===== config.mk =====
export PLATFORM = sky130hd
export DESIGN_NAME = udp_receive_check_demux_top
export DESIGN_NICKNAME = d
export VERILOG_FILES = /design/src/rtl/urcd_pkg.sv /design/src/rtl/urcd_capture.sv /design/src/rtl/urcd_judge.sv /design/src/rtl/udp_receive_check_demux_top.sv
export SDC_FILE = /design/constraint.sdc
export NUM_CORES = 1
export LEC_CHECK = 0
export ABC_AREA = 1
export BUFFER_PORTS_ARGS = -buffer_cell sky130_fd_sc_hd__buf_4
export CORE_ASPECT_RATIO = 0.9
export CORE_MARGIN = 3
export CORE_UTILIZATION = 30
export DETAILED_ROUTE_END_ITERATION = 8
export PLACE_DENSITY = 0.5
export SLEW_MARGIN = 20
export SYNTH_ARGS = -nofsm -noshare
export SYNTH_HDL_FRONTEND = slang
export SYNTH_SLANG_ARGS = --single-unit

===== constraint.sdc =====
create_clock -name clk -period 15.3 [get_ports clk]
set_input_delay 0 -clock clk [delete_from_list [all_inputs] [get_ports clk]]
set_output_delay 0 -clock clk [all_outputs]
set_load 0.01 [all_outputs]

===== src/rtl/urcd_pkg.sv =====
package urcd_pkg;

    localparam int CFG_INDEX_W = 3;
    localparam logic [CFG_INDEX_W-1:0] REG_ECHO_ENABLE = 3'd4;

    localparam logic [2:0] V_SHORT   = 3'd0;
    localparam logic [2:0] V_BADLEN  = 3'd1;
    localparam logic [2:0] V_BADSUM  = 3'd2;
    localparam logic [2:0] V_DELIVER = 3'd3;
    localparam logic [2:0] V_ECHO    = 3'd4;
    localparam logic [2:0] V_NOMATCH = 3'd5;

    localparam logic [15:0] ECHO_PORT = 16'd7;
    localparam logic [15:0] PROTO_UDP = 16'd17;
    localparam logic [15:0] UDP_HDR   = 16'd8;
    localparam logic [15:0] COUNT_MAX = 16'hFFFF;

    typedef struct packed {
        logic [16:0] sum;
        logic [31:0] src_ip;
        logic [31:0] dst_ip;
        logic [15:0] sport;
        logic [15:0] dport;
        logic [15:0] udp_len;
        logic [15:0] chk;
        logic [7:0]  pend;
        logic [15:0] total;
        logic [5:0]  hlen;
    } packet_t;

    function automatic logic [16:0] fold_add(input logic [16:0] acc, input logic [15:0] word);
        logic [17:0] s;
        s = {1'b0, acc} + {2'b00, word};
        return {1'b0, s[15:0]} + {15'd0, s[17:16]};
    endfunction

endpackage


===== src/rtl/urcd_capture.sv =====
module urcd_capture
    import urcd_pkg::*;
(
    input  logic        clk,
    input  logic        rst_n,
    input  logic        byte_valid,
    output logic        byte_ready,
    input  logic [7:0]  data_byte,
    input  logic        last_byte,
    input  logic [5:0]  header_bytes,
    output logic        pkt_valid,
    input  logic        pkt_ready,
    output packet_t     pkt
);

    logic [15:0] count_reg, count_next;
    logic [16:0] sum_reg, sum_next;
    logic [7:0]  pend_reg, pend_next;
    logic [5:0]  hlen_reg, hlen_next;
    logic [31:0] src_ip_reg, src_ip_next;
    logic [31:0] dst_ip_reg, dst_ip_next;
    logic [15:0] sport_reg, sport_next;
    logic [15:0] dport_reg, dport_next;
    logic [15:0] ulen_reg, ulen_next;
    logic [15:0] chk_reg, chk_next;
    logic [15:0] off;
    logic        accept;
    logic        pkt_valid_reg;
    packet_t     pkt_reg;

    assign byte_ready = !pkt_valid_reg || pkt_ready;
    assign accept     = byte_valid && byte_ready;
    assign pkt_valid  = pkt_valid_reg;
    assign pkt        = pkt_reg;
    assign off        = count_reg - {10'd0, hlen_next};

    always_comb
    begin
        count_next  = count_reg;
        sum_next    = sum_reg;
        pend_next   = pend_reg;
        src_ip_next = src_ip_reg;
        dst_ip_next = dst_ip_reg;
        sport_next  = sport_reg;
        dport_next  = dport_reg;
        ulen_next   = ulen_reg;
        chk_next    = chk_reg;
        hlen_next   = (count_reg == 16'd0) ? header_bytes : hlen_reg;
        if (count_reg != COUNT_MAX)
        begin
            count_next = count_reg + 16'd1;
            if (count_reg >= 16'd12 && count_reg < 16'd16)
            begin
                src_ip_next = {src_ip_reg[23:0], data_byte};
            end
            else if (count_reg >= 16'd16 && count_reg < 16'd20)
            begin
                dst_ip_next = {dst_ip_reg[23:0], data_byte};
            end
            if (count_reg >= {10'd0, hlen_next})
            begin
                if (off < 16'd2)
                begin
                    sport_next = {sport_reg[7:0], data_byte};
                end
                else if (off < 16'd4)
                begin
                    dport_next = {dport_reg[7:0], data_byte};
                end
                else if (off < 16'd6)
                begin
                    ulen_next = {ulen_reg[7:0], data_byte};
                end
                else if (off < 16'd8)
                begin
                    chk_next = {chk_reg[7:0], data_byte};
                end
                if (off < 16'd6 || off < ulen_next)
                begin
                    if (!off[0])
                    begin
                        pend_next = data_byte;
                    end
                    else
                    begin
                        sum_next = fold_add(sum_reg, {pend_reg, data_byte});
                    end
                end
            end
        end
    end

    always_ff @(posedge clk or negedge rst_n)
    begin
        if (!rst_n)
        begin
            count_reg     <= '0;
            sum_reg       <= '0;
            pend_reg      <= '0;
            hlen_reg      <= '0;
            src_ip_reg    <= '0;
            dst_ip_reg    <= '0;
            sport_reg     <= '0;
            dport_reg     <= '0;
            ulen_reg      <= '0;
            chk_reg       <= '0;
            pkt_valid_reg <= 1'b0;
        end
        else
        begin
            if (accept)
            begin
                if (last_byte)
                begin
                    count_reg  <= '0;
                    sum_reg    <= '0;
                    pend_reg   <= '0;
                    hlen_reg   <= '0;
                    src_ip_reg <= '0;
                    dst_ip_reg <= '0;
                    sport_reg  <= '0;
                    dport_reg  <= '0;
                    ulen_reg   <= '0;
                    chk_reg    <= '0;
                end
                else
                begin
                    count_reg  <= count_next;
                    sum_reg    <= sum_next;
                    pend_reg   <= pend_next;
                    hlen_reg   <= hlen_next;
                    src_ip_reg <= src_ip_next;
                    dst_ip_reg <= dst_ip_next;
                    sport_reg  <= sport_next;
                    dport_reg  <= dport_next;
                    ulen_reg   <= ulen_next;
                    chk_reg    <= chk_next;
                end
            end
            if (byte_ready)
            begin
                pkt_valid_reg <= accept && last_byte;
            end
        end
    end

    always_ff @(posedge clk)
    begin
        if (accept && last_byte)
        begin
            pkt_reg.sum     <= sum_next;
            pkt_reg.src_ip  <= src_ip_next;
            pkt_reg.dst_ip  <= dst_ip_next;
            pkt_reg.sport   <= sport_next;
            pkt_reg.dport   <= dport_next;
            pkt_reg.udp_len <= ulen_next;
            pkt_reg.chk     <= chk_next;
            pkt_reg.pend    <= pend_next;
            pkt_reg.total   <= count_next;
            pkt_reg.hlen    <= hlen_next;
        end
    end

endmodule


===== src/rtl/urcd_judge.sv =====
module urcd_judge
    import urcd_pkg::*;
#(
    parameter int BIND_SLOTS = 4
)
(
    input  logic        clk,
    input  logic        rst_n,
    input  logic        pkt_valid,
    output logic        pkt_ready,
    input  packet_t     pkt,
    input  logic [15:0] slot_port [BIND_SLOTS],
    input  logic        echo_enable,
    output logic        res_valid,
    input  logic        res_ready,
    output logic [2:0]  verdict,
    output logic [1:0]  slot_index,
    output logic [31:0] source_address,
    output logic [15:0] source_port,
    output logic [15:0] dest_port,
    output logic [15:0] payload_bytes
);

    typedef struct packed {
        logic [16:0] sum;
        logic [31:0] src_ip;
        logic [31:0] dst_ip;
        logic [15:0] sport;
        logic [15:0] dport;
        logic [15:0] udp_len;
        logic [15:0] chk;
        logic [7:0]  pend;
        logic        short_pkt;
        logic        bad_len;
        logic        echo_hit;
        logic        slot_hit;
        logic [1:0]  slot;
    } stage_t;

    stage_t      s1_reg, s2_reg, s3_reg;
    stage_t      s1_next, s2_next, s3_next;
    logic        v1_reg, v2_reg, v3_reg, vo_reg;
    logic        rdy1, rdy2, rdy3, rdyo;
    logic [16:0] total_minus_h;
    logic [16:0] pad_sum;
    logic [16:0] final_sum;
    logic        sum_bad;
    logic [2:0]  verdict_next;
    logic [2:0]  verdict_reg;
    logic [1:0]  slot_reg;
    logic [31:0] src_reg;
    logic [15:0] sport_reg, dport_reg, payload_reg;

    assign rdyo      = !vo_reg || res_ready;
    assign rdy3      = !v3_reg || rdyo;
    assign rdy2      = !v2_reg || rdy3;
    assign rdy1      = !v1_reg || rdy2;
    assign pkt_ready = rdy1;

    assign total_minus_h = {1'b0, pkt.total} - {11'd0, pkt.hlen};

    always_comb
    begin
        s1_next.sum       = fold_add(fold_add(pkt.sum, pkt.src_ip[31:16]), pkt.src_ip[15:0]);
        s1_next.src_ip    = pkt.src_ip;
        s1_next.dst_ip    = pkt.dst_ip;
        s1_next.sport     = pkt.sport;
        s1_next.dport     = pkt.dport;
        s1_next.udp_len   = pkt.udp_len;
        s1_next.chk       = pkt.chk;
        s1_next.pend      = pkt.pend;
        s1_next.short_pkt = {1'b0, pkt.total} < ({11'd0, pkt.hlen} + {1'b0, UDP_HDR});
        s1_next.bad_len   = (pkt.udp_len < UDP_HDR) || ({1'b0, pkt.udp_len} > total_minus_h);
        s1_next.echo_hit  = 1'b0;
        s1_next.slot_hit  = 1'b0;
        s1_next.slot      = 2'd0;
    end

    always_comb
    begin
        s2_next     = s1_reg;
        s2_next.sum = fold_add(fold_add(s1_reg.sum, s1_reg.dst_ip[31:16]), s1_reg.dst_ip[15:0]);
        s2_next.echo_hit = echo_enable && (s1_reg.dport == ECHO_PORT);
        for (int i = BIND_SLOTS - 1; i >= 0; i--)
        begin
            if (slot_port[i] != 16'd0 && slot_port[i] == s1_reg.dport)
            begin
                s2_next.slot_hit = 1'b1;
                s2_next.slot     = 2'(i);
            end
        end
    end

    always_comb
    begin
        s3_next     = s2_reg;
        s3_next.sum = fold_add(fold_add(s2_reg.sum, PROTO_UDP), s2_reg.udp_len);
    end

    always_comb
    begin
        pad_sum   = s3_reg.udp_len[0] ? fold_add(s3_reg.sum, {s3_reg.pend, 8'd0}) : s3_reg.sum;
        final_sum = {1'b0, pad_sum[15:0]} + {16'd0, pad_sum[16]};
        sum_bad   = (s3_reg.chk != 16'd0) && (final_sum[15:0] != 16'hFFFF);
        if (s3_reg.short_pkt)
        begin
            verdict_next = V_SHORT;
        end
        else if (s3_reg.bad_len)
        begin
            verdict_next = V_BADLEN;
        end
        else if (sum_bad)
        begin
            verdict_next = V_BADSUM;
        end
        else if (s3_reg.echo_hit)
        begin
            verdict_next = V_ECHO;
        end
        else if (s3_reg.slot_hit)
        begin
            verdict_next = V_DELIVER;
        end
        else
        begin
            verdict_next = V_NOMATCH;
        end
    end

    always_ff @(posedge clk or negedge rst_n)
    begin
        if (!rst_n)
        begin
            v1_reg <= 1'b0;
            v2_reg <= 1'b0;
            v3_reg <= 1'b0;
            vo_reg <= 1'b0;
        end
        else
        begin
            if (rdy1)
            begin
                v1_reg <= pkt_valid;
            end
            if (rdy2)
            begin
                v2_reg <= v1_reg;
            end
            if (rdy3)
            begin
                v3_reg <= v2_reg;
            end
            if (rdyo)
            begin
                vo_reg <= v3_reg;
            end
        end
    end

    always_ff @(posedge clk)
    begin
        if (rdy1)
        begin
            s1_reg <= s1_next;
        end
        if (rdy2)
        begin
            s2_reg <= s2_next;
        end
        if (rdy3)
        begin
            s3_reg <= s3_next;
        end
        if (rdyo)
        begin
            verdict_reg <= verdict_next;
            slot_reg    <= (verdict_next == V_DELIVER) ? s3_reg.slot : 2'd0;
            if (verdict_next == V_SHORT || verdict_next == V_BADLEN)
            begin
                src_reg     <= '0;
                sport_reg   <= '0;
                dport_reg   <= '0;
                payload_reg <= '0;
            end
            else
            begin
                src_reg     <= s3_reg.src_ip;
                sport_reg   <= s3_reg.sport;
                dport_reg   <= s3_reg.dport;
                payload_reg <= s3_reg.udp_len - UDP_HDR;
            end
        end
    end

    assign res_valid      = vo_reg;
    assign verdict        = verdict_reg;
    assign slot_index     = slot_reg;
    assign source_address = src_reg;
    assign source_port    = sport_reg;
    assign dest_port      = dport_reg;
    assign payload_bytes  = payload_reg;

endmodule


===== src/rtl/udp_receive_check_demux_top.sv =====
// Checks UDP datagrams carried in IPv4 packets and sorts them by destination port. Packet
// bytes enter one word per clock cycle while s_tready is high, header first; the byte
// capture stage updates its running one's-complement sum with one 16-bit end-around add
// per pair of bytes. On the word marked last the packet's state is handed to a four-stage
// judging pipeline (three pseudo-header sum stages and the verdict register), and the
// verdict word is presented once the packet has passed those stages. Input is held off
// only when that pipeline is full and the output word is not being taken.
module udp_receive_check_demux_top
    import urcd_pkg::*;
#(
    parameter int BIND_SLOTS = 4
)
(
    input  logic                   clk,
    input  logic                   rst_n,
    input  logic                   s_tvalid,
    output logic                   s_tready,
    input  logic [15:0]            s_tdata,   // data_byte[7:0], header_bytes[13:8], zero
    input  logic                   s_tlast,
    output logic                   m_tvalid,
    input  logic                   m_tready,
    // verdict[2:0], slot_index[4:3], source_address[36:5], source_port[52:37],
    // dest_port[68:53], payload_bytes[84:69], zero
    output logic [87:0]            m_tdata,
    input  logic                   cfg_valid,
    output logic                   cfg_ready,
    input  logic [CFG_INDEX_W-1:0] cfg_index,
    input  logic [15:0]            cfg_data
);

    logic [15:0] slot_port_reg [BIND_SLOTS];
    logic        echo_reg;
    logic        pkt_valid;
    logic        pkt_ready;
    packet_t     pkt;
    logic [2:0]  verdict;
    logic [1:0]  slot_index;
    logic [31:0] source_address;
    logic [15:0] source_port;
    logic [15:0] dest_port;
    logic [15:0] payload_bytes;

    assign cfg_ready = 1'b1;

    always_ff @(posedge clk or negedge rst_n)
    begin
        if (!rst_n)
        begin
            for (int i = 0; i < BIND_SLOTS; i++)
            begin
                slot_port_reg[i] <= '0;
            end
            echo_reg <= 1'b0;
        end
        else if (cfg_valid)
        begin
            for (int i = 0; i < BIND_SLOTS; i++)
            begin
                if (cfg_index == CFG_INDEX_W'(i))
                begin
                    slot_port_reg[i] <= cfg_data;
                end
            end
            if (cfg_index == REG_ECHO_ENABLE)
            begin
                echo_reg <= cfg_data[0];
            end
        end
    end

    urcd_capture u_capture
    (
        .clk          (clk),
        .rst_n        (rst_n),
        .byte_valid   (s_tvalid),
        .byte_ready   (s_tready),
        .data_byte    (s_tdata[7:0]),
        .last_byte    (s_tlast),
        .header_bytes (s_tdata[13:8]),
        .pkt_valid    (pkt_valid),
        .pkt_ready    (pkt_ready),
        .pkt          (pkt)
    );

    urcd_judge #(
        .BIND_SLOTS (BIND_SLOTS)
    ) u_judge
    (
        .clk            (clk),
        .rst_n          (rst_n),
        .pkt_valid      (pkt_valid),
        .pkt_ready      (pkt_ready),
        .pkt            (pkt),
        .slot_port      (slot_port_reg),
        .echo_enable    (echo_reg),
        .res_valid      (m_tvalid),
        .res_ready      (m_tready),
        .verdict        (verdict),
        .slot_index     (slot_index),
        .source_address (source_address),
        .source_port    (source_port),
        .dest_port      (dest_port),
        .payload_bytes  (payload_bytes)
    );

    assign m_tdata = {3'd0, payload_bytes, dest_port, source_port, source_address,
                      slot_index, verdict};

    a_stall_only_when_full: assert property (@(posedge clk) disable iff (!rst_n)
        !s_tready |-> (m_tvalid && !m_tready))
        else $error("input held off while the output word is free");

    a_slot_only_on_delivery: assert property (@(posedge clk) disable iff (!rst_n)
        (m_tvalid && verdict != V_DELIVER) |-> (slot_index == 2'd0))
        else $error("slot index set on a word that is not a delivery");

    a_slot_in_range: assert property (@(posedge clk) disable iff (!rst_n)
        (m_tvalid && verdict == V_DELIVER) |-> (int'(slot_index) < BIND_SLOTS))
        else $error("delivery to a slot that is not searched");

    a_rejects_are_blank: assert property (@(posedge clk) disable iff (!rst_n)
        (m_tvalid && (verdict == V_SHORT || verdict == V_BADLEN))
            |-> (source_address == 32'd0 && source_port == 16'd0 &&
                 dest_port == 16'd0 && payload_bytes == 16'd0))
        else $error("rejected packet carries header fields");

endmodule

==> summary.md, run 1 <==
| Metric | Value |
|---|---|
| Critical Path Most Common Cell | `a21oi_1` |
| Final worst path period share | `57.1%` |
| DR WL/cell | `16.4 microns` |
| Largest net degree at the start of global routing | `86` |
| Fillers | `13800` |
| Residual DRC | `0` |
| Vias per cell | `4.44` |
| Max IR drop VDD | `89.0 uV` |
| Max-Slew Margin vs Limit | `27.8%` |
| Setup Buffers After CTS | `0` |
| WS Path Type | `reg -> reg` |
| Synth unique cells | `62` |
| Cts repair resizes | `0` |
| First-pass GRT wire length | `153000 microns` |
| Met1 Use GR | `18.5%` |
| Max frequency | `114 MHz` |
| CTS tree | `built` |
| Hold WS | `-0.0161 ns` |
| Final setup violation count | `0` |
| Yosys warns | `0` |
| Seq cells post-synth | `914` |
| H-tree levels | `3` |
| Largest register FFs | `175` |
| Most frequent cells in the layout | `edfxtp_1 (669), inv_1 (610), nand2_1 (554)` |
| Leak pwr | `22.0 nW` |
| Crit-path slowest cell | `or3b_2` |
| Setup_tns | `0 ns` |
| Area Growth Syn to Fin | `16.7%` |
| Worst R2R End | `u_judge.s1_reg[157]$_DFFE_PP_` |
| I/O Pins | `132` |
| Sequential cell area fraction in the yosys report | `61.8%` |
| Reg clk slew, reported paths | `0.07 ns` |
| Max Cap Viol | `0` |
| Post-Route WL | `97900 microns` |
| Antenna viol nets, final | `0` |
| Die span in y | `363 microns` |
| Met3 Usage GRT | `1.93%` |
| Drt initial violations | `1780` |
| Top fanout value on the critical path | `2` |
| Worst setup SP type | `flop` |
| Synthesized instance count | `3832` |
| Multi-input logic area | `0.0135 sq mm` |
| Run status | `finished with violations` |
| Bufs on Longest Clock Path | `3` |
| RSZ-0062 raised after global routing | `no` |
| Placed cell area | `0.0455 sq mm` |
| Reg2Reg Setup Slack | `6.56 ns` |
| GPL Wtd Cong | `0.821` |
| Std-Cell Rows | `130` |
| Detailed Place HPWL | `67500 microns` |
| CP required | `15.72 ns` |
| Vias in the first global route | `26100` |
| Cells after DPL | `5724` |
| Reg2reg start | `u_capture.pkt[142]$_DFFE_PP_` |
| Vias | `26500` |
| Worst setup path end | `u_judge.s1_reg[157]$_DFFE_PP_` |
| Worst Setup SP | `u_capture.pkt[142]$_DFFE_PP_` |
| Post-Syn Area | `0.0424 sq mm` |
| Hold Crit Class | `in -> reg` |
| Finished Cell Area | `0.0495 sq mm` |
| CTS root buf | `clkbuf_16` |
| Commonest non-fill, non-tap cell in the layout | `edfxtp_1` |
| Post-CTS Hold Buffers | `40` |
| Slowest stage delay, CP | `0.49 ns` |
| Worst EP arrival | `9.16 ns` |
| Count of input and output buffers | `125` |
| Worst-Skew Late Latency | `0.69 ns` |
| Power Dens Cells | `157 mW/mm^2` |
| Synthesized area per cell | `11.1 sq um` |
| Register area | `0.0262 sq mm` |
| Slew Limit Fails | `0` |
| TritonCTS Buffers | `103` |
| Initial antenna violation count | `2` |
| Total GRT Usage | `13.4%` |
| Hold Fails Final Rpt | `4` |
| Pre-antenna DRT Iters | `5` |
| Min cycle time layout | `8.74 ns` |
| Failing checks | `hold timing` |
| Initial core utilization | `30.3%` |
| GR Util met2 | `22.0%` |
| Nature of the critical path endpoint | `flop` |
| Full die area | `0.146 sq mm` |
| Clock skew | `0.0417 ns` |
| Core ar. | `0.140 sq mm` |
| Number of synthesized flops with an enable pin | `669` |
| Die Wd | `402 microns` |
| Prevailing post-synth register cell | `edfxtp_1` |
| Most used routing layer in global routing | `met2` |
| Share of layout cells above drive strength 1 | `9.65%` |
| Grt ovf | `0` |
| Finished Layout Cells | `5965` |
| Ys async rst share | `26.8%` |
| Slew @ Worst Pin | `1.08 ns` |
| Clock Sinks | `914` |
| Reg2Reg Depth | `47` |
| Nets | `4290` |
==> metrics by stage <==
| stage | setup WS, ns | power, mW | hold WS [ns] | util (%) |
|---|---|---|---|---|
| 2_1_floorplan | 2.00 | 4.69 | -0.296 | - |
| 4_1_cts | 6.59 | 7.90 | 0.140 | 35.3 |
| 6_report | 6.56 | 7.77 | -0.0161 | 35.4 |
| 5_1_grt | 5.37 | 8.30 | 0.0209 | 35.4 |
| 3_3_place_gp | 6.72 | 5.28 | 0.0883 | 32.5 |
| 3_5_place_dp | 6.66 | 5.29 | 0.0839 | 32.5 |
==> where the power goes <==
group / switching (mW) / total [mW] / internal (mW)
combinational: 1.26 / 2.07 / 0.809
sequential: 0.151 / 3.15 / 3.00
clock: 1.05 / 2.55 / 1.50
==> how the worst min path moves through the flow <==
| stage | startpoint | end | slack (ns) | cells past startpoint |
|---|---|---|---|---|
| after floorplan | rst_n | echo_reg$_DFFE_PN0P_ | -0.30 | 0 |
| after global placement | rst_n | slot_port_reg[61]$_DFFE_PN0P_ | 0.09 | 1 |
| after detailed placement | rst_n | slot_port_reg[62]$_DFFE_PN0P_ | 0.08 | 1 |
| after CTS | cfg_data[12] | slot_port_reg[28]$_DFFE_PN0P_ | 0.14 | 4 |
| after global routing | cfg_index[2] | slot_port_reg[33]$_DFFE_PN0P_ | 0.02 | 4 |
| final | cfg_index[2] | slot_port_reg[33]$_DFFE_PN0P_ | -0.02 | 4 |
==> synthesized netlist by cell type (all sizes together) (22+ instances only) <==
| library cell | n | area share, % |
|---|---|---|
| nand2 | 588 | 5.5 |
| a21oi | 142 | 1.7 |
| ha | 204 | 6.0 |
| o22ai | 91 | 1.3 |
| a22o | 22 | 0.45 |
| xnor2 | 72 | 1.5 |
| xor2 | 147 | 3.0 |
| edfxtp | 669 | 47 |
| o21bai | 36 | 0.64 |
| and2 | 26 | 0.38 |
| nor3 | 32 | 0.39 |
| o21ai | 280 | 3.3 |
| nand3 | 146 | 1.8 |
| dfrtp | 245 | 14 |
| nand4 | 35 | 0.52 |
| nor4 | 53 | 0.78 |
| nor2 | 225 | 2.1 |
| inv | 620 | 5.5 |
| clkbuf | 87 | 0.77 |
==> cell families after synthesis <==
group / count (synthesis) / share of synthesized area [%]
other: 2 / 0.0177
buffers and inverters: 724 / 6.52
XOR/XNOR: 219 / 4.52
AO/OA/AOI/OAI: 604 / 8.06
flip-flops: 914 / 61.8
AND/OR/NAND/NOR: 1145 / 12.2
adder cells (fa/ha/maj): 223 / 6.91
multiplexers: 1 / 0.0265
==> area by class of cell <==
type / count / area share, %
Antenna cell: 1 / 0.00505
Clock buffer: 120 / 5.43
Clock inverter: 75 / 1.77
Inverter: 620 / 4.74
Multi-Input combinational cell: 2196 / 27.3
Sequential cell: 914 / 52.9
Tap cell: 1848 / 4.67
Timing Repair Buffer: 191 / 3.19
==> worst max-delay path: cells and delay by family (launching register included) <==
kind                     cells  cell delay (ns)
AO/OA/AOI/OAI               25             3.85
AND/OR/NAND/NOR             12             2.27
buffers and inverters        2             0.12
XOR/XNOR                     2             0.17
flip-flops                   1             0.44
adder cells (fa/ha/maj)      6             1.59
==> metal layers <==
layer / up-vias / wire length, microns
li1: 13400 / -
met1: 12500 / 46800
met2: 385 / 45400
met3: 140 / 3310
met4: 0 / 2250
met5: - / 0
Note: power is estimated with default switching activity, not from simulation.
==> run 2, diff against run 1 <==
==> constraint.sdc (replaced) <==
create_clock -name clk -period 7.4 [get_ports clk]
set_input_delay 0 -clock clk [delete_from_list [all_inputs] [get_ports clk]]
set_output_delay 0 -clock clk [all_outputs]
set_load 0.01 [all_outputs]
==> run 2 against run 1 <==
  * The flow finishes with violations (hold timing, setup timing)
  * Sequential share of layout area decreased by 1.5 points
  * Final area increased by 2.9%
  * Count of clock-buffer cells in the layout increased by 12
  * Sequential power increased by 110%
  * Final cell count increased by 2.0%
  * First-iteration DRC count increased by 13%
  * Largest power group unchanged
  * Highest routed layer unchanged
==> summary.md, run 2 (synthesized netlist as in run 1, its figures left out) <==
| Metric | Value |
|---|---|
| Leak pwr | `22.7 nW (+3.0%)` |
| Hold WS | `-0.0125 ns (+0.00364 ns)` |
| I/O Pins | `132 (unchanged)` |
| Post-layout util | `36.4% (+1.0 points)` |
| Die Wd | `402 microns (unchanged)` |
| CTS tree | `built` |
| Nature of the critical path endpoint | `flop` |
| Clock Sinks | `914 (unchanged)` |
| Power Dens Cells | `333 mW/mm^2 (+110%)` |
| GPL Wtd Cong | `0.837 (+1.9%)` |
| Reg2reg start | `u_capture.pkt[144]$_DFFE_PP_` |
| Worst-Skew Late Latency | `0.70 ns (about the same)` |
| Initial core utilization | `30.3% (unchanged)` |
| Core ar. | `0.140 sq mm (unchanged)` |
| Worst setup SP type | `flop` |
| Count of input and output buffers | `125 (unchanged)` |
| Max Cap Viol | `0 (unchanged)` |
| CTS root buf | `clkbuf_16` |
| Grt ovf | `0 (unchanged)` |
| Worst Setup SP | `u_capture.pkt[144]$_DFFE_PP_` |
| Vias | `27200 (+2.7%)` |
| Cells after DPL | `5814 (+1.6%)` |
| Detailed Place HPWL | `70200 microns (+3.9%)` |
| Min-Delay Path Depth | `5 (+1)` |
| TritonCTS Buffers | `100 (-2.9%)` |
| Worst R2R End | `u_judge.s1_reg[157]$_DFFE_PP_` |
| Hold Crit Class | `in -> reg` |
| WS Path Type | `reg -> reg` |
| Max IR drop VDD | `251 uV (+180%)` |
| Full die area | `0.146 sq mm (unchanged)` |
| H-tree levels | `3 (unchanged)` |
| Slowest stage delay, CP | `0.55 ns (+0.06 ns)` |
| Hold_sp | `cfg_index[2]` |
| Std-Cell Rows | `130 (unchanged)` |
| Slew Limit Fails | `0 (unchanged)` |
| Most frequent cells in the layout | `edfxtp_1 (669), inv_1 (607), nand2_1 (544)` |
| Reg2Reg Setup Slack | `-0.09 ns (-6.66 ns)` |
| Initial antenna violation count | `5 (+3)` |
| Worst setup path end | `u_judge.s1_reg[157]$_DFFE_PP_` |
| Vias in the first global route | `27000 (+3.5%)` |
| Antenna viol nets, final | `0 (unchanged)` |
| Commonest non-fill, non-tap cell in the layout | `edfxtp_1` |
| Finished Layout Cells | `6085 (+2.0%)` |
| Critical Path Most Common Cell | `a21oi_1` |
| Hold Fails Final Rpt | `9 (+5)` |
| Reg2Reg Depth | `48 (+2.1%)` |
| Area Growth Syn to Fin | `20.0%` |
| Slew @ Worst Pin | `1.05 ns (-0.0374 ns)` |
| Bufs on Longest Clock Path | `3 (unchanged)` |
| Worst EP arrival | `7.93 ns (-1.23 ns)` |
| Pre-antenna DRT Iters | `5 (unchanged)` |
| Max frequency | `133 MHz (+17%)` |
| Reg clk slew, reported paths | `0.06 ns (about the same)` |
| Crit-path slowest cell | `fa_2` |
| Top fanout value on the critical path | `4 (+2)` |
| First-pass GRT wire length | `159000 microns (+3.8%)` |
| Die span in y | `363 microns (unchanged)` |
| Run status | `finished with violations` |
| Residual DRC | `0 (unchanged)` |
| Nets | `4412 (+2.8%)` |
| Min cycle time layout | `7.49 ns (-1.24 ns)` |
| Largest net degree at the start of global routing | `149 (+73%)` |
| Max-Slew Margin vs Limit | `30.3% (+2.5 points)` |
| Final setup violation count | `4 (+4)` |
| Failing checks | `hold timing, setup timing` |
| Worst Setup Slack, final | `-0.0932 ns (-6.66 ns)` |
| CP required | `7.84 ns (-7.88 ns)` |
| Share of layout cells above drive strength 1 | `14.6% (+5.0 points)` |
| Final worst path period share | `101% (+44 points)` |
| Total GRT Usage | `13.9% (+0.58 points)` |
| Clock skew | `0.0242 ns (-0.0175 ns)` |
| Largest register FFs | `175 (unchanged)` |
| DR WL/cell | `16.8 microns (+2.4%)` |
| Drt initial violations | `2012 (+13%)` |
| Post-Route WL | `102000 microns (+4.4%)` |
| RSZ-0062 raised after global routing | `yes` |
| Vias per cell | `4.47 (+0.64%)` |
==> run 2: critical path: cells and delay by family, from the launching register on <==
kind	cells	cell delay (ns)
compound gates	23	2.79
simple gates	17	2.12
buf+inv	2	0.10
flops	1	0.42
xor+xnor	1	0.06
fa+ha+maj	5	1.72
==> run 2: worst min-delay path by stage <==
stage | endpoint
after CTS | slot_port_reg[27]$_DFFE_PN0P_
after global routing | slot_port_reg[47]$_DFFE_PN0P_
final | slot_port_reg[42]$_DFFE_PN0P_
after detailed placement | u_judge.v3_reg$_DFFE_PN0P_
after floorplan | echo_reg$_DFFE_PN0P_
after global placement | u_judge.v3_reg$_DFFE_PN0P_
==> run 2: where the power goes <==
group / internal [mW] / total, mW / switching (mW)
sequential: 6.19 / 6.50 / 0.309
clock: 3.11 / 5.23 / 2.12
combinational: 2.13 / 5.24 / 3.11
total: 11.4 / 17.0 / 5.54
==> run 2: through the flow <==
stage                     cell area [sq um]  power [mW]  setup TNS, ns  worst slack, ns
after detailed placement              46200        11.3          -3.11           -0.424
after global routing                  50900        18.1          -8.63           -0.779
final                                 50900        17.0         -0.203          -0.0932
after floorplan                       42500        9.70        -394.36            -1.73
after CTS                             50300        16.8              0          0.00434
after global placement                46200        11.3          -1.73           -0.339
==> run 2: cell type report <==
cell class              count  area [sq um]
repair buffers            316          2570
clock buffers             132          2730
flip-flops and latches    914         26200
well taps                1848          2310
clock inverters            56           748
fillers                 13700         89100
diodes                      3          7.51
inverters                 620          2350
multi-input cells        2196         14000
==> run 2: layer usage <==
layer  share of wire [%]  wire length [microns]  track usage [%]  vias to the layer above
met2                  46                  46900             22.3                      444
met4                 2.3                   2380             3.62                        0
met5                   0                      0                0                        -
met3                 4.1                   4210             2.44                      138
li1                    -                      -                -                    13700
met1                  48                  48700             19.6                    12900
==> run 2: timing repair <==
item	in CTS	in global routing
resized for setup	31	99
hold endpoints to repair	391	4
setup endpoints to repair	16	30
pin swaps	17	94
hold buffers	38	3
setup buffers	13	25
==> run 3, diff against run 2 <==
--- a/config.mk
+++ b/config.mk
@@ -7,11 +7,13 @@
 export LEC_CHECK = 0
 export ABC_AREA = 1
 export BUFFER_PORTS_ARGS = -buffer_cell sky130_fd_sc_hd__buf_4
+export CELL_PAD_IN_SITES_DETAIL_PLACEMENT = 1
+export CELL_PAD_IN_SITES_GLOBAL_PLACEMENT = 2
 export CORE_ASPECT_RATIO = 0.9
 export CORE_MARGIN = 3
 export CORE_UTILIZATION = 30
 export DETAILED_ROUTE_END_ITERATION = 8
-export PLACE_DENSITY = 0.5
+export PLACE_DENSITY = 0.66
 export SLEW_MARGIN = 20
 export SYNTH_ARGS = -nofsm -noshare
 export SYNTH_HDL_FRONTEND = slang
==> run 3 against run 2 <==
  * The run still ends with hold timing, setup timing left
  * Worst setup slack got worse by 0.19 ns
  * Combinational power increased by 11%
  * Routed wire length increased by 12%
  * Final cell count increased by 1.4%
  * First-iteration DRC count decreased by 23%
  * Global-route usage increased by 1.5 points
  * Via count increased by 3.4%
  * Non-clock buffer count increased by 88
  * Critical path depth increased by 1
  * Critical endpoint unchanged
==> summary.md, run 3 (synthesized netlist as in run 1, its figures left out) <==
| Metric | Value |
|---|---|
| Run status | `finished with violations` |
| Failing checks | `hold timing, setup timing` |
| Max Cap Viol | `0 (unchanged)` |
| Die span in y | `363 microns (unchanged)` |
| Sequential cell fraction of total power | `37.7% (-0.6 points)` |
| Full die area | `0.146 sq mm (unchanged)` |
| Core ar. | `0.140 sq mm (unchanged)` |
| Clock power frac | `28.6% (-2.2 points)` |
| Hold WS | `-0.0188 ns (-0.00629 ns)` |
| Slew Limit Fails | `0 (unchanged)` |
| Largest net degree at the start of global routing | `147 (-1.3%)` |
| Initial antenna violation count | `8 (+3)` |
| Setup_tns | `-1.39 ns (-1.19 ns)` |
| Post-Route WL | `114000 microns (+12%)` |
| Clock Sinks | `914 (unchanged)` |
| P_sw | `5.92 mW (+6.9%)` |
| Worst Setup Slack, final | `-0.286 ns (-0.192 ns)` |
| Std-Cell Rows | `130 (unchanged)` |
| CTS root buf | `clkbuf_16` |
| Nature of the critical path endpoint | `flop` |
| Vias | `28100 (+3.4%)` |
| Leak pwr | `23.1 nW (+1.7%)` |
| WS Path Type | `reg -> reg` |
| CTS tree | `built` |
| Vias per cell | `4.55 (+2.0%)` |
| TritonCTS Buffers | `100 (unchanged)` |
| Switch share | `34.3% (+1.7 points)` |
| Crit-path slowest cell | `fa_1` |
| Most frequent cells in the layout | `edfxtp_1 (669), inv_1 (605), nand2_1 (542)` |
| First-pass GRT wire length | `175000 microns (+10%)` |
| Worst EP arrival | `8.15 ns (+0.22 ns)` |
| Ant diodes | `0 (-3)` |
| Bufs on Longest Clock Path | `3 (unchanged)` |
| Max frequency | `130 MHz (-2.5%)` |
| Slew @ Worst Pin | `0.982 ns (-0.0642 ns)` |
| H-tree levels | `3 (unchanged)` |
| RSZ-0062 raised after global routing | `yes` |
| Cells after DPL | `5823 (+0.15%)` |
| I/O Pins | `132 (unchanged)` |
| Total GRT Usage | `15.5% (+1.5 points)` |
| Dpl ws | `-0.617 ns (-0.193 ns)` |
| CP required | `7.86 ns (+0.02 ns)` |
| Hold Crit Class | `in -> async` |
| DR WL/cell | `18.5 microns (+10%)` |
| Antenna viol nets, final | `0 (unchanged)` |
| Commonest non-fill, non-tap cell in the layout | `edfxtp_1` |
| Count of input and output buffers | `125 (unchanged)` |
| Worst setup SP type | `flop` |
| Max IR drop VDD | `199 uV (-21%)` |
| Combinational Power Share | `33.7% (+2.8 points)` |
| Hold Fails Final Rpt | `26 (+17)` |
| Final setup violation count | `10 (+6)` |
| Vias in the first global route | `29400 (+8.8%)` |
| Final worst path period share | `104% (+2.6 points)` |
| Die Wd | `402 microns (unchanged)` |
| Residual DRC | `0 (unchanged)` |
| Detailed Place HPWL | `78400 microns (+12%)` |
| Nets | `4500 (+2.0%)` |
| Drt initial violations | `1549 (-23%)` |
| Clock skew | `0.0503 ns (+0.0261 ns)` |
| Finished Layout Cells | `6169 (+1.4%)` |
| Grt ovf | `0 (unchanged)` |
| Pre-antenna DRT Iters | `5 (unchanged)` |
| Internal Power | `11.3 mW (-0.77%)` |
| Power Dens Cells | `335 mW/mm^2 (+0.53%)` |
| Min cycle time layout | `7.69 ns (+0.192 ns)` |
| Critical Path Most Common Cell | `a21oi_2` |
| Largest register FFs | `175 (unchanged)` |
| Reg clk slew, reported paths | `0.06 ns (about the same)` |
| Area Growth Syn to Fin | `21.5%` |
| Max-Slew Margin vs Limit | `34.6% (+4.3 points)` |
| Initial core utilization | `30.3% (unchanged)` |
| GPL Wtd Cong | `0.825 (-1.4%)` |
| Slowest stage delay, CP | `0.52 ns (-0.03 ns)` |
| Worst-Skew Late Latency | `0.72 ns (+0.02 ns)` |
| Top fanout value on the critical path | `4 (unchanged)` |
| Share of layout cells above drive strength 1 | `16.6% (+2.0 points)` |
[run 3: power by group through the flow]
stage	combinational [mW]	clock (mW)	sequential [mW]
floorplan	3.18	0	6.52
global placement	4.88	0	6.61
detailed placement	4.92	0	6.62
CTS	5.24	5.13	6.52
global route	6.50	5.34	6.57
finish	5.81	4.95	6.51
[run 3: what timing repair did]
action / in CTS / in global routing
hold endpoints to repair: 320 / 0
hold buffers: 43 / 0
pin swaps: 34 / 76
buffers inserted: 84 / 41
endpoints found under the setup margin: 19 / 37
gates resized for setup: 62 / 110
[run 3: per-layer routing]
layer,up-vias,wire length [microns],track usage (%)
met3,146,3900,2.53
met4,0,2740,4.10
met2,339,53700,25.6
met1,13800,53800,21.1
li1,13800,-,-
met5,-,0,0
[run 3: cell type report]
type,count,area (sq um)
sequential,914,26200
tap,1848,2310
clock inverter,57,588
timing repair buffer,404,3260
clock buffer,130,2670
multi-input combinational,2196,14200
inverter,620,2350
fill,15300,88500
[run 3: final timing paths]
path	startpoint	endpoint	slack, ns	cells after the start
setup reg to reg	u_capture.pkt[144]$_DFFE_PP_	u_judge.s1_reg[157]$_DFFE_PP_	-0.29	49
setup / recovery	u_capture.pkt[144]$_DFFE_PP_	u_judge.s1_reg[157]$_DFFE_PP_	-0.29	49
hold / removal	rst_n	slot_port_reg[41]$_DFFE_PN0P_	-0.02	2
hold reg to reg	u_judge.s2_reg[22]$_DFFE_PP_	u_judge.s3_reg[22]$_DFFE_PP_	0.38	0
min in group clk	m_tready	u_judge.res_valid$_DFFE_PN0P_	0.14	5
max in group asynchronous	rst_n	u_capture.hlen_reg[1]$_DFFE_PN0P_	5.82	4
[run 3: critical path, delay by kind of cell, from the launching register on]
family / cells / cell delay [ns]
AOI/OAI and AO/OA: 23 / 2.82
xor gates and xnor gates: 1 / 0.07
adders and majority gates: 5 / 1.65
buffers and inverters: 3 / 0.27
DFF: 1 / 0.43
and+or+nand+nor: 17 / 2.17
[run 3: per-stage QoR]
step	power, mW	utilization (%)	area (sq um)
6_report	17.3	36.8	51600
2_1_floorplan	9.70	-	42500
3_5_place_dp	11.5	33.0	46300
4_1_cts	16.9	36.3	50800
5_1_grt	18.4	36.8	51600
3_3_place_gp	11.5	33.0	46300
